--- src/hdl/cdq_pkg.sv ---
`default_nettype none

package cdq_pkg;

  // Word width and default ring depth
  localparam int DATA_W    = 32;
  localparam int DEPTH_DEF = 8;

  // Operation codes carried by the mode field
  typedef enum logic [1:0] {
    MODE_PUSH_FRONT = 2'd0,
    MODE_PUSH_REAR  = 2'd1,
    MODE_POP_FRONT  = 2'd2,
    MODE_POP_REAR   = 2'd3
  } mode_t;

  // Result status codes
  typedef enum logic [1:0] {
    STAT_DONE  = 2'd0,
    STAT_FULL  = 2'd1,
    STAT_EMPTY = 2'd2
  } status_t;

  // Controller states
  typedef enum logic {
    ST_IDLE,
    ST_OUT
  } ctl_state_t;

  // Commands from controller to datapath
  typedef struct packed {
    logic exec;
  } dp_cmd_t;

endpackage

`default_nettype wire

--- src/hdl/cdq_ctrl.sv ---
`default_nettype none

module cdq_ctrl
  import cdq_pkg::*;
(
  input  wire logic clk,
  input  wire logic rst_n,
  input  wire logic in_valid,
  output logic      in_stall,
  output logic      out_valid,
  input  wire logic out_stall,
  output dp_cmd_t   cmd
);

  ctl_state_t state_r;
  ctl_state_t state_nxt;

  // Advance state
  always_ff @(posedge clk) begin
    if (!rst_n) begin
      state_r <= ST_IDLE;
    end else begin
      state_r <= state_nxt;
    end
  end

  // Next state: take one transfer, then hold the result until it leaves
  always_comb begin
    state_nxt = state_r;
    case (state_r)
      ST_IDLE: begin
        if (in_valid) state_nxt = ST_OUT;
      end
      ST_OUT: begin
        if (!out_stall) state_nxt = ST_IDLE;
      end
      default: state_nxt = ST_IDLE;
    endcase
  end

  // Drive handshake and datapath commands
  always_comb begin
    in_stall  = 1'b1;
    out_valid = 1'b0;
    cmd.exec  = 1'b0;
    case (state_r)
      ST_IDLE: begin
        in_stall = 1'b0;
        cmd.exec = in_valid;
      end
      ST_OUT: begin
        out_valid = 1'b1;
      end
      default: begin
        in_stall = 1'b1;
      end
    endcase
  end

endmodule

`default_nettype wire

--- src/hdl/cdq_datapath.sv ---
`default_nettype none

module cdq_datapath
  import cdq_pkg::*;
#(
  parameter int DEPTH = DEPTH_DEF
) (
  input  wire logic                     clk,
  input  wire logic                     rst_n,
  input  dp_cmd_t                       cmd,
  input  wire logic [1:0]               in_mode,
  input  wire logic signed [DATA_W-1:0] in_value,
  output logic [1:0]                    out_status,
  output logic signed [DATA_W-1:0]      out_popped_value,
  output logic                          out_now_empty,
  output logic                          out_now_full
);

  localparam int IDX_W = (DEPTH > 1) ? $clog2(DEPTH) : 1;
  localparam logic [IDX_W-1:0] LAST_IDX = IDX_W'(DEPTH - 1);

  function automatic logic [IDX_W-1:0] step_up(input logic [IDX_W-1:0] i);
    step_up = (i == LAST_IDX) ? '0 : i + 1'b1;
  endfunction

  function automatic logic [IDX_W-1:0] step_down(input logic [IDX_W-1:0] i);
    step_down = (i == '0) ? LAST_IDX : i - 1'b1;
  endfunction

  logic [DATA_W-1:0] ring_mem [DEPTH];

  logic [IDX_W-1:0]  head_r, head_nxt;
  logic [IDX_W-1:0]  tail_r, tail_nxt;
  logic              vacant_r, vacant_nxt;
  logic [DATA_W-1:0] rd_data_r;
  logic              pop_ok_r, pop_ok_nxt;
  status_t           status_r, status_nxt;
  logic              empty_r, full_r;

  logic              is_push;
  logic              is_front;
  logic              full_now;
  logic              wr_en;
  logic [IDX_W-1:0]  wr_addr;
  logic [IDX_W-1:0]  rd_addr;

  assign is_push  = ~in_mode[1];
  assign is_front = (mode_t'(in_mode) == MODE_PUSH_FRONT) ||
                    (mode_t'(in_mode) == MODE_POP_FRONT);
  assign full_now = ~vacant_r && (step_up(tail_r) == head_r);
  assign rd_addr  = is_front ? head_r : tail_r;

  // Work out the step: index moves, store write and status
  always_comb begin
    head_nxt   = head_r;
    tail_nxt   = tail_r;
    vacant_nxt = vacant_r;
    wr_en      = 1'b0;
    wr_addr    = '0;
    pop_ok_nxt = 1'b0;
    status_nxt = STAT_DONE;
    if (is_push) begin
      if (full_now) begin
        status_nxt = STAT_FULL;
      end else if (vacant_r) begin
        head_nxt   = '0;
        tail_nxt   = '0;
        vacant_nxt = 1'b0;
        wr_en      = 1'b1;
        wr_addr    = '0;
      end else if (is_front) begin
        head_nxt = step_down(head_r);
        wr_en    = 1'b1;
        wr_addr  = step_down(head_r);
      end else begin
        tail_nxt = step_up(tail_r);
        wr_en    = 1'b1;
        wr_addr  = step_up(tail_r);
      end
    end else begin
      if (vacant_r) begin
        status_nxt = STAT_EMPTY;
      end else begin
        pop_ok_nxt = 1'b1;
        if (head_r == tail_r) begin
          vacant_nxt = 1'b1;
        end else if (is_front) begin
          head_nxt = step_up(head_r);
        end else begin
          tail_nxt = step_down(tail_r);
        end
      end
    end
  end

  // Update indices and empty flag on each executed transfer
  always_ff @(posedge clk) begin
    if (!rst_n) begin
      head_r   <= '0;
      tail_r   <= '0;
      vacant_r <= 1'b1;
    end else if (cmd.exec) begin
      head_r   <= head_nxt;
      tail_r   <= tail_nxt;
      vacant_r <= vacant_nxt;
    end
  end

  // Ring store: at most one write and one registered read per step
  always_ff @(posedge clk) begin
    if (cmd.exec && wr_en) begin
      ring_mem[wr_addr] <= in_value;
    end
    if (cmd.exec) begin
      rd_data_r <= ring_mem[rd_addr];
    end
  end

  // Capture the result fields
  always_ff @(posedge clk) begin
    if (cmd.exec) begin
      pop_ok_r <= pop_ok_nxt;
      status_r <= status_nxt;
      empty_r  <= vacant_nxt;
      full_r   <= ~vacant_nxt && (step_up(tail_nxt) == head_nxt);
    end
  end

  assign out_status       = status_r;
  assign out_popped_value = pop_ok_r ? $signed(rd_data_r) : '0;
  assign out_now_empty    = empty_r;
  assign out_now_full     = full_r;

endmodule

`default_nettype wire

--- src/hdl/circular_deque.sv ---
// Channel  Direction  Handshake          Payload
// in_      input      in_valid/in_stall  in_mode, in_value
// out_     output     out_valid/out_stall out_status, out_popped_value,
//                                         out_now_empty, out_now_full
//
// The transfer cycle runs the operation and the registered ring read, and
// the next cycle shows the result.
// A stalled result holds the block; the next transfer follows its delivery.
// Synchronous active-low reset empties the deque; no clearing pass is needed.
`default_nettype none

module circular_deque
  import cdq_pkg::*;
#(
  parameter int DEPTH = DEPTH_DEF
) (
  input  wire logic                     clk,
  input  wire logic                     rst_n,
  input  wire logic                     in_valid,
  output logic                          in_stall,
  input  wire logic [1:0]               in_mode,
  input  wire logic signed [DATA_W-1:0] in_value,
  output logic                          out_valid,
  input  wire logic                     out_stall,
  output logic [1:0]                    out_status,
  output logic signed [DATA_W-1:0]      out_popped_value,
  output logic                          out_now_empty,
  output logic                          out_now_full
);

  dp_cmd_t cmd;

  // Sequence transfers
  cdq_ctrl u_ctrl (
    .clk       (clk),
    .rst_n     (rst_n),
    .in_valid  (in_valid),
    .in_stall  (in_stall),
    .out_valid (out_valid),
    .out_stall (out_stall),
    .cmd       (cmd)
  );

  // Hold ring, indices and result
  cdq_datapath #(
    .DEPTH (DEPTH)
  ) u_dp (
    .clk              (clk),
    .rst_n            (rst_n),
    .cmd              (cmd),
    .in_mode          (in_mode),
    .in_value         (in_value),
    .out_status       (out_status),
    .out_popped_value (out_popped_value),
    .out_now_empty    (out_now_empty),
    .out_now_full     (out_now_full)
  );

endmodule

`default_nettype wire

--- config.mk ---
export PLATFORM = sky130hd
export DESIGN_NAME = circular_deque
export DESIGN_NICKNAME = d
export VERILOG_FILES = /design/src/hdl/cdq_pkg.sv /design/src/hdl/cdq_ctrl.sv /design/src/hdl/cdq_datapath.sv /design/src/hdl/circular_deque.sv
export SDC_FILE = /design/constraint.sdc
export NUM_CORES = 1
export LEC_CHECK = 0
export BUFFER_PORTS_ARGS = -buffer_cell sky130_fd_sc_hd__buf_2
export CORE_MARGIN = 2
export CORE_UTILIZATION = 51
export CTS_BUF_LIST = sky130_fd_sc_hd__clkbuf_4 sky130_fd_sc_hd__clkbuf_8 sky130_fd_sc_hd__clkbuf_16
export DETAILED_ROUTE_END_ITERATION = 10
export PLACE_DENSITY = 0.81
export SYNTH_ARGS = -nofsm -noshare
export SYNTH_HDL_FRONTEND = slang
export SYNTH_SLANG_ARGS = --single-unit
--- constraint.sdc ---
create_clock -name clk -period 9 [get_ports clk]
set_input_delay 0 -clock clk [delete_from_list [all_inputs] [get_ports clk]]
set_output_delay 0 -clock clk [all_outputs]
set_load 0.01 [all_outputs]
Word-level counts from Yosys, hierarchy flattened
Memories as Yosys holds them, arrays and structs flattened. A register that Yosys moved wholly into a read port is not among the register bits.
Index checks and enable logic that the tools add are counted.
{ "totals": {"reg_bits": 13, "ramBits": 256, "in_bits": 38, "out_inout_bits": 38, "wordCells": 73, "memories": 1} }
{ "classes": {"n_addsub": 5, "eq_ne": 7, "n_mux": 42, "bitwise": 3, "reduce_logical": 7} }
{ "mem_list": {"columns": ["name", "words", "width", "rd", "rd_clocked_by_memory_dff", "wr", "line", "rtl"], "rows": [
  ["u_dp.ring_mem", 8, 32, 1, 1, 1, "cdq_datapath.sv:30", "logic [DATA_W-1:0] ring_mem [DEPTH];"]
]} }
{ "op_table": {"columns": ["operator", "n"], "rows": [
  ["$mux W3", 24],
  ["$mux W32", 1],
  ["$mux W1", 14],
  ["$add A3 B1 Y3 const B", 3],
  ["$eq A3 B3 Y1", 3],
  ["$eq A3 B3 Y1 const B", 3],
  ["$logic_not A3 Y1", 2],
  ["$sub A3 B1 Y3 const B", 2],
  ["$mux W2", 2],
  ["$logic_and A1 B1 Y1", 3],
  ["$not A1 Y1", 3],
  ["$eq A2 B2 Y1 const B", 1],
  ["$logic_not A2 Y1", 1],
  ["$pmux W1 S2", 1],
  ["$logic_or A1 B1 Y1", 1]
]} }

Depth between registers and ports, before layout
Gate-level depths: netlist of the first run.
{ "depth": {"ltp_word": 10, "mapped_depth": 14, "depth_no_buf": 13} }

Cells and area by module
Synthesis of the first run repeated with hierarchy kept, for this count alone.
{ "unflattened": {"cells_unflattened": 596, "area_unflattened_um2": 12127.9} }
{ "by_module_without_submodules": {"columns": ["mod", "n_inst", "cells_each", "area_per_inst_um2", "seq_area_each_um2"], "rows": [
  ["cdq_datapath", 1, 591, 12077.8, 8938.6],
  ["cdq_ctrl", 1, 5, 50.0, 20.0]
]} }

Least setup slack after synthesis of the first run
Ideal clock, no wire load.
{ "synth_timing": {"path_type": "reg2reg", "from": "register u_dp.tail_r[0]", "to": "memory u_dp.ring_mem[0][0] (enable)", "arrival_ns": 3.010, "slack_ns": 5.569, "stages_incl_launch_ff": 9, "path_buffers": 0, "synth_period_minus_slack_ns": 3.431, "path_cell_list": "dfxtp_1 ha_1 ha_1 or3_1 nand4_1 nor2_1 nor3_1 o21ai_0 nor2_1"} }
{ "synth_between": {"elab_chain_cells": 9} }
{ "synth_lines": {"columns": ["item", "line", "rtl"], "rows": [
  ["from (decl)", "cdq_datapath.sv:33", "logic [IDX_W-1:0] tail_r, tail_nxt;"],
  ["from (signal assigned)", "cdq_datapath.sv:104", "tail_r <= tail_nxt;"],
  ["$add A3 B1 Y3 / $eq A3 B3 Y1 (equally long branches)", "cdq_datapath.sv:23", "step_up = (i == LAST_IDX) ? '0 : i + 1'b1;"],
  ["$mux W3 *", "cdq_datapath.sv:23", null],
  ["$eq A3 B3 Y1", "cdq_datapath.sv:50", "assign full_now = ~vacant_r && (step_up(tail_r) == head_r);"],
  ["$logic_and A1 B1 Y1", "cdq_datapath.sv:50", null],
  ["$mux W1", "cdq_datapath.sv:63", "if (full_now) begin"],
  ["$mux W1", "cdq_datapath.sv:62", "if (is_push) begin"],
  ["$logic_and A1 B1 Y1", "cdq_datapath.sv:111", "if (cmd.exec && wr_en) begin"],
  ["$mux W1", "cdq_datapath.sv:111", null],
  ["$mux W1 (implied by the code)", "cdq_datapath.sv:112", "ring_mem[wr_addr] <= in_value;"],
  ["to (decl)", "cdq_datapath.sv:30", null]
]} }
Every way passes the cells marked *; elsewhere a longest branch is shown, timed or not.

Final worst setup path of the first run
{ "layout_timing": {"from": "register u_dp.tail_r[0]", "to": "memory u_dp.ring_mem[3][23] (enable)"} }
Same word-level chain as after synthesis.

==> results of run 1 <==
metrics by stage:
step	utilization	hold slack, ps	std cells	setup WS (ps)
after floorplan	-	76.2	603	5570
after global placement	0.550	253	970	5460
after CTS	0.604	147	1058	5230
after detailed placement	0.550	281	970	5300
after global routing	0.604	215	1059	4970
final	0.604	162	1059	5260
routing by layer:
metal | vias up | track usage | part of all wire
met3 | 38 | 0.0278 | 0.048
li1 | 2665 | - | -
met4 | 0 | 0.0425 | 0.019
met5 | - | 0 | 0
met2 | 161 | 0.297 | 0.50
met1 | 3021 | 0.250 | 0.43
flip-flops by register name, summed over array words and instances (netlist names):
signal and count:
u_dp.head_r 3, u_dp.rd_data_r 32, u_ctrl.state_r 1, u_dp.ring_mem 256, u_dp.tail_r 3, u_dp.vacant_r 1, u_dp.out_status 2, u_dp.out_now_empty 1
u_dp.out_now_full 1, u_dp.pop_ok_r 1
critical path: cells and delay by family (launching register included):
family | cells | cell delay (ps)
DFF | 1 | 630
and+or+nand+nor | 4 | 1490
xor gates and xnor gates | 1 | 200
adders and majority gates | 1 | 400
buffers and inverters | 1 | 160
AOI/OAI and AO/OA | 1 | 460
layout make-up:
type	count	area [µm²]	share of cell area
antenna	1	2.50	0.000177
clock buffer	33	756	0.0534
sequential	301	8960	0.634
tap	319	399	0.0282
clock inverter	19	144	0.0102
multi-input combinational	262	3080	0.218
timing repair buffer	115	766	0.0542
inverter	9	33.8	0.00239
repair_timing:
action                                 4_1_cts  5_1_grt
resized for setup                            0        0
endpoints found under the hold margin      266        0
setup buffers                                0        0
hold buffers                                36        0
kinds of logic (layout without fill, tap and decap cells):
family	after synthesis	after routing
flip-flops	301	301
multiplexers	106	106
AND/OR/NAND/NOR	95	95
AO/OA/AOI/OAI	44	44
buffers and inverters	40	176
adder cells (fa/ha/maj)	10	10
XOR/XNOR	7	7
other	0	1
worst max-delay path by stage:
stage	start	to	slack (ps)
2_1_floorplan	u_dp.tail_r[0]$_SDFFE_PN0P_	u_dp.ring_mem[0][0]$_DFFE_PP_	5570
3_3_place_gp	u_dp.tail_r[0]$_SDFFE_PN0P_	u_dp.ring_mem[1][14]$_DFFE_PP_	5460
4_1_cts	u_dp.tail_r[0]$_SDFFE_PN0P_	u_dp.ring_mem[3][21]$_DFFE_PP_	5230
3_5_place_dp	u_dp.tail_r[0]$_SDFFE_PN0P_	u_dp.ring_mem[3][14]$_DFFE_PP_	5300
6_report	u_dp.tail_r[0]$_SDFFE_PN0P_	u_dp.ring_mem[3][23]$_DFFE_PP_	5260
5_1_grt	u_dp.tail_r[0]$_SDFFE_PN0P_	u_dp.ring_mem[0][25]$_DFFE_PP_	4970
synth_stat cells (4+ instances only):
cell type,count,area share
mux2i_1,10,0.0082
mux4_2,64,0.12
nor2_1,25,0.0077
ha_1,10,0.010
and2_1,34,0.018
dfxtp_1,8,0.013
mux2_2,32,0.030
a21oi_1,7,0.0029
buf_4,4,0.0025
inv_1,9,0.0028
buf_2,14,0.0058
xnor2_2,4,0.0054
nand2_1,19,0.0059
o21ai_0,5,0.0021
clkbuf_1,8,0.0025
edfxtp_1,293,0.72
power by group:
group	switching [mW]	leakage (nW)	internal [mW]
Clock	0.492	0.445	0.656
Combinational	0.129	1.62	0.119
Sequential	0.0172	2.73	1.58
==> metrics.md, run 1 <==
| Metric | Value |
|---|---|
| Port Buffers | `75` |
| Crit Reg-Reg Startpoint | `u_dp.tail_r[0]$_SDFFE_PN0P_` |
| Die width | `158 µm` |
| Starting Density | `0.519` |
| Nature of the critical path startpoint | `flip-flop` |
| Pwr Total | `2.99 mW` |
| RD Place Congestion | `0.769` |
| Most frequent cells in the layout | `293 x edfxtp_1, 75 x buf_2, 64 x mux4_2` |
| TritonRoute pass-1 iters | `5` |
| Fin crit share | `0.415` |
| Row count | `56` |
| Min-delay src | `in_valid` |
| Main combinational cell family by area after synthesis | `multiplexers` |
| Clock Tree Root | `clkbuf_16` |
| Outcome | `finished clean` |
| Global-route wire length before repair | `33600 µm` |
| Clk slew on worst S/H paths | `70 ps` |
| Clock Latency Late Sink | `530 ps` |
| Avg WL per Cell | `20.6 µm` |
| Setup CP Type | `reg2reg` |
| Crit path max-delay cell type | `nor2_4` |
| Cells on worst reg2reg path | `8` |
| Worst hold stages | `4` |
| Buffer levels on the longest clock path | `3` |
| Post-Synthesis Cells | `603` |
| Critical Path Max Stage Delay | `990 ps` |
| Sequential cell area fraction in the yosys report | `0.737` |
| Die area | `25100 µm²` |
| Placed Area | `12900 µm²` |
| Post-synthesis mux area share | `0.157` |
| Post-Syn Area | `12100 µm²` |
| Post-DRT Antenna Nets | `0` |
| Rel. slew slack | `0.187` |
| Tightest Hold Check Type | `in2reg` |
| Critical path fanouts, max | `32` |
| Reg2Reg Setup Slack | `5260 ps` |
| Share of layout cells above drive strength 1 | `0.336` |
| Reg2reg end | `u_dp.ring_mem[3][23]$_DFFE_PP_` |
| Filler cells | `1682` |
| Final setup fails | `0` |
| Via count | `5885` |
| LEAKAGE | `4.79 nW` |
| Worst Path Arrival | `3890 ps` |
| Async S/R FF share, synth | `0` |
| CP required | `9150 ps` |
| Core area | `23400 µm²` |
| Setup TNS | `0 ps` |
| HPWL after DPL | `12300 µm` |
| CTS H-tree lvls | `1` |
| Mapped Avg Cell Area | `20.1 µm²` |
| TritonCTS clock tree | `built` |
| GR Overflow Total | `0` |
| Post-Syn Nets | `651` |
| I/O pins | `76` |
| Fin. max-slew vios | `0` |
| Post-Synth XOR/XNOR Area | `0.00752` |
| Commonest non-fill, non-tap cell in the layout | `edfxtp_1` |
| Most used DFF post-synth | `edfxtp_1` |
| Drt total wl | `21800 µm` |
| Die Height | `158 µm` |
| CTS buffer count | `29` |
| Power Dens Cells | `212 nW/µm²` |
| Simple-gate share of the synthesized area | `0.0405` |
| Endpoint class of the critical path | `flip-flop` |
| Total track usage | `0.178` |
| Average via count per standard cell | `5.56` |
| DRC Markers | `0` |
| Design Area, Final | `14100 µm²` |
| Layout Skew | `9.73 ps` |
| Syn. warnings | `0` |
| Synth unique cells | `59` |
| Vias in the first global route | `5885` |
| Largest net degree at the start of global routing | `65` |
| Hold Fails Final Rpt | `0` |
| Peak supply drop | `0.000178 V` |
| RSZ-0062 raised after global routing | `no` |
| Final nets | `766` |
| Area grow syn2layout | `16.4%` |
| WHS Endpoint | `u_dp.head_r[2]$_SDFFE_PN0P_` |
| Fmax | `0.268 GHz` |
| Iter 0 DRT Violations | `395` |
| Yosys reg bits | `301` |
| Worst-path cell chain | `inv_1 -> ha_1 -> xnor2_2 -> nand4_1 -> nor2_1 -> nor3_1 -> o21ai_0 -> nor2_4` |
| Worst slew pin tran | `1210 ps` |
| Post-Synth Adder-Cell Area | `0.0103` |
| Clock period minus worst slack | `3740 ps` |
| Post-synth EDFFs | `293` |
| Compound-gate portion of the synthesized area | `0.0307` |
| # Max-Cap Violations | `0` |
| CTS Sinks | `301` |
| Initial antenna violation count | `1` |
(Power assumes the default switching activity.)
==> inputs of run 2 (changes only) <==
PLACE_DENSITY = 0.83   (was 0.81)
clock period = 3 ns   (was 9 ns; I/O delays follow)
==> run 2 against run 1 <==
Net effect: combinational power rose to 3.4 times the previous value; clock skew rose by 0.82 ps; register-to-register slack worse by 5200 ps; non-clock buffer count rose by 34; utilization rose by 2.0 points; sequential power increased to 3.0 times the previous value; first-iteration DRC count grew 68%; critical path type unchanged; critical endpoint is now u_dp.ring_mem[4][21]$_DFFE_PP_.
==> metrics.md, run 2 (synthesis gave the netlist of run 1 again) <==
| Metric | Value |
|---|---|
| Switch share | `0.219 (+0.00547)` |
| Filler cells | `1628 (-3.2%)` |
| Hold Fails Final Rpt | `0 (unchanged)` |
| Drt total wl | `25500 µm (+17%)` |
| Iter 0 DRT Violations | `664 (+68%)` |
| DRC Markers | `0 (unchanged)` |
| Commonest non-fill, non-tap cell in the layout | `edfxtp_1` |
| Peak supply drop | `0.000464 V (+160%)` |
| Max reg flops | `256 (unchanged)` |
| Final nets | `801 (+4.6%)` |
| Share of layout cells above drive strength 1 | `0.373 (+0.0376)` |
| Die Height | `158 µm (unchanged)` |
| Reg2Reg Setup Slack | `70 ps (-5190 ps)` |
| Worst Path Arrival | `3170 ps (-720 ps)` |
| Critical path fanouts, max | `13 (-59%)` |
| Worst slew pin tran | `635 ps (-572 ps)` |
| HPWL after DPL | `14300 µm (+16%)` |
| Most frequent cells in the layout | `293 x edfxtp_1, 75 x buf_2, 64 x mux4_2` |
| Clock Tree Root | `clkbuf_16` |
| LEAKAGE | `5.03 nW (+4.9%)` |
| # diodes | `0 (-1)` |
| Via count | `6256 (+6.3%)` |
| Total track usage | `0.210 (+0.0318)` |
| CTS Sinks | `301 (unchanged)` |
| Nature of the critical path startpoint | `flip-flop` |
| Post-DRT Antenna Nets | `0 (unchanged)` |
| Layout Skew | `10.6 ps (+0.821 ps)` |
| Dpl cells | `1003 (+3.4%)` |
| CP required | `3240 ps (-5910 ps)` |
| Avg WL per Cell | `23.3 µm (+13%)` |
| Outcome | `finished clean` |
| Non-filler instance count after layout | `1096 (+3.5%)` |
| Area grow syn2layout | `20.2%` |
| RSZ-0062 raised after global routing | `no` |
| Fin crit share | `0.976 (+0.560)` |
| Average via count per standard cell | `5.71 (+2.7%)` |
| Starting Density | `0.519 (unchanged)` |
| Port Buffers | `75 (unchanged)` |
| Vias in the first global route | `6439 (+9.4%)` |
| Combinational share of power | `0.091 (+0.008)` |
| RD Place Congestion | `0.831 (+8.0%)` |
| Core Util, Final | `0.624 (+0.0198)` |
| P_int | `7.15 mW (+200%)` |
| Placed Area | `13300 µm² (+3.0%)` |
| Fmax | `0.342 GHz (+28%)` |
| Biggest regs | `u_dp.ring_mem (256), u_dp.rd_data_r (32)` |
| Power Dens Cells | `627 nW/µm² (+200%)` |
| Rel. slew slack | `0.577 (+0.390)` |
| TritonRoute pass-1 iters | `5 (unchanged)` |
| GR Overflow Total | `0 (unchanged)` |
| Initial antenna violation count | `0 (-1)` |
| Global-route wire length before repair | `38800 µm (+16%)` |
| CTS buffer count | `30 (+3.4%)` |
| # Max-Cap Violations | `0 (unchanged)` |
| Largest net degree at the start of global routing | `65 (unchanged)` |
| Clock Latency Late Sink | `550 ps (+20 ps)` |
| Clock period minus worst slack | `2930 ps (-810 ps)` |
| Largest reg by FF count | `u_dp.ring_mem` |
| Row count | `56 (unchanged)` |
| Psw | `2.00 mW (+210%)` |
| Tightest Hold Check Type | `in2reg` |
| Die area | `25100 µm² (unchanged)` |
| CTS H-tree lvls | `1 (unchanged)` |
| Die width | `158 µm (unchanged)` |
| Reg power frac | `0.521 (-0.012)` |
| Core area | `23400 µm² (unchanged)` |
| Setup CP Type | `reg2reg` |
| Clock power frac | `0.388 (+0.004)` |
| Clk slew on worst S/H paths | `60 ps (about the same)` |
| Endpoint class of the critical path | `flip-flop` |
| Final setup fails | `0 (unchanged)` |
| TritonCTS clock tree | `built` |
| Design Area, Final | `14600 µm² (+3.3%)` |
| I/O pins | `76 (unchanged)` |
| Fin. max-slew vios | `0 (unchanged)` |
| Buffer levels on the longest clock path | `3 (unchanged)` |
## run 2: routing by layer
metal | wire, µm | track usage | vias up
met2 | 13100 | 0.358 | 234
met5 | 0 | 0 | -
met3 | 1570 | 0.0367 | 39
met1 | 10300 | 0.282 | 3243
li1 | - | - | 2740
met4 | 473 | 0.0553 | 0
## run 2: path summary, 6_finish.rpt
kind	startpoint	to	depth (start not counted)
setup reg to reg	u_dp.tail_r[0]$_SDFFE_PN0P_	u_dp.ring_mem[4][21]$_DFFE_PP_	10
setup / recovery	u_dp.tail_r[0]$_SDFFE_PN0P_	u_dp.ring_mem[4][21]$_DFFE_PP_	10
hold / removal	in_valid	u_dp.head_r[2]$_SDFFE_PN0P_	5
hold reg to reg	u_dp.vacant_r$_SDFFE_PN1P_	u_dp.vacant_r$_SDFFE_PN1P_	2
## run 2: per-stage QoR
| step | TNS (ps) | power [mW] | setup slack, ps | hold slack [ps] |
|---|---|---|---|---|
| 6_report | 0 | 9.16 | 73.2 | 36.0 |
| 2_1_floorplan | -78960 | 5.36 | -431 | 76.2 |
| 4_1_cts | 0 | 9.21 | 3.83 | 21.6 |
| 3_3_place_gp | 0 | 5.61 | 115 | 257 |
| 5_1_grt | 0 | 9.43 | 2.15 | 54.9 |
| 3_5_place_dp | 0 | 5.64 | 24.9 | 264 |
## run 2: what timing repair did
| item | in CTS | in global routing |
|---|---|---|
| endpoints found under the setup margin | 0 | 53 |
| buffers inserted | 0 | 1 |
| gates resized for setup | 0 | 9 |
| endpoints found under the hold margin | 266 | 0 |
| hold buffers | 36 | 0 |
## run 2: cell type report
cell class / count / area, µm² / share of cell area
Clock buffer: 37 / 821 / 0.0562
Clock inverter: 19 / 116 / 0.00797
Inverter: 9 / 33.8 / 0.00231
Multi-Input combinational cell: 262 / 3110 / 0.213
Sequential cell: 301 / 8960 / 0.614
Tap cell: 319 / 399 / 0.0273
Timing Repair Buffer: 149 / 1160 / 0.0793
## run 2: worst max-delay path: stages (launching register included)
cell     delay, ps
dfxtp_2        350
ha_1           240
ha_4           180
or3_1          350
nand4_1        170
buf_4          160
nor2_1          40
nor3_1         260
nand2_1        340
nor2_4         250
buf_4          270
## run 2: power groups by stage
stage / Clock, mW / Combinational, mW / Sequential [mW]
final: 3.55 / 0.833 / 4.77
after global routing: 3.75 / 0.900 / 4.78
after CTS: 3.61 / 0.827 / 4.77
after detailed placement: 0 / 0.782 / 4.86
after global placement: 0 / 0.759 / 4.85
after floorplan: 0 / 0.513 / 4.84
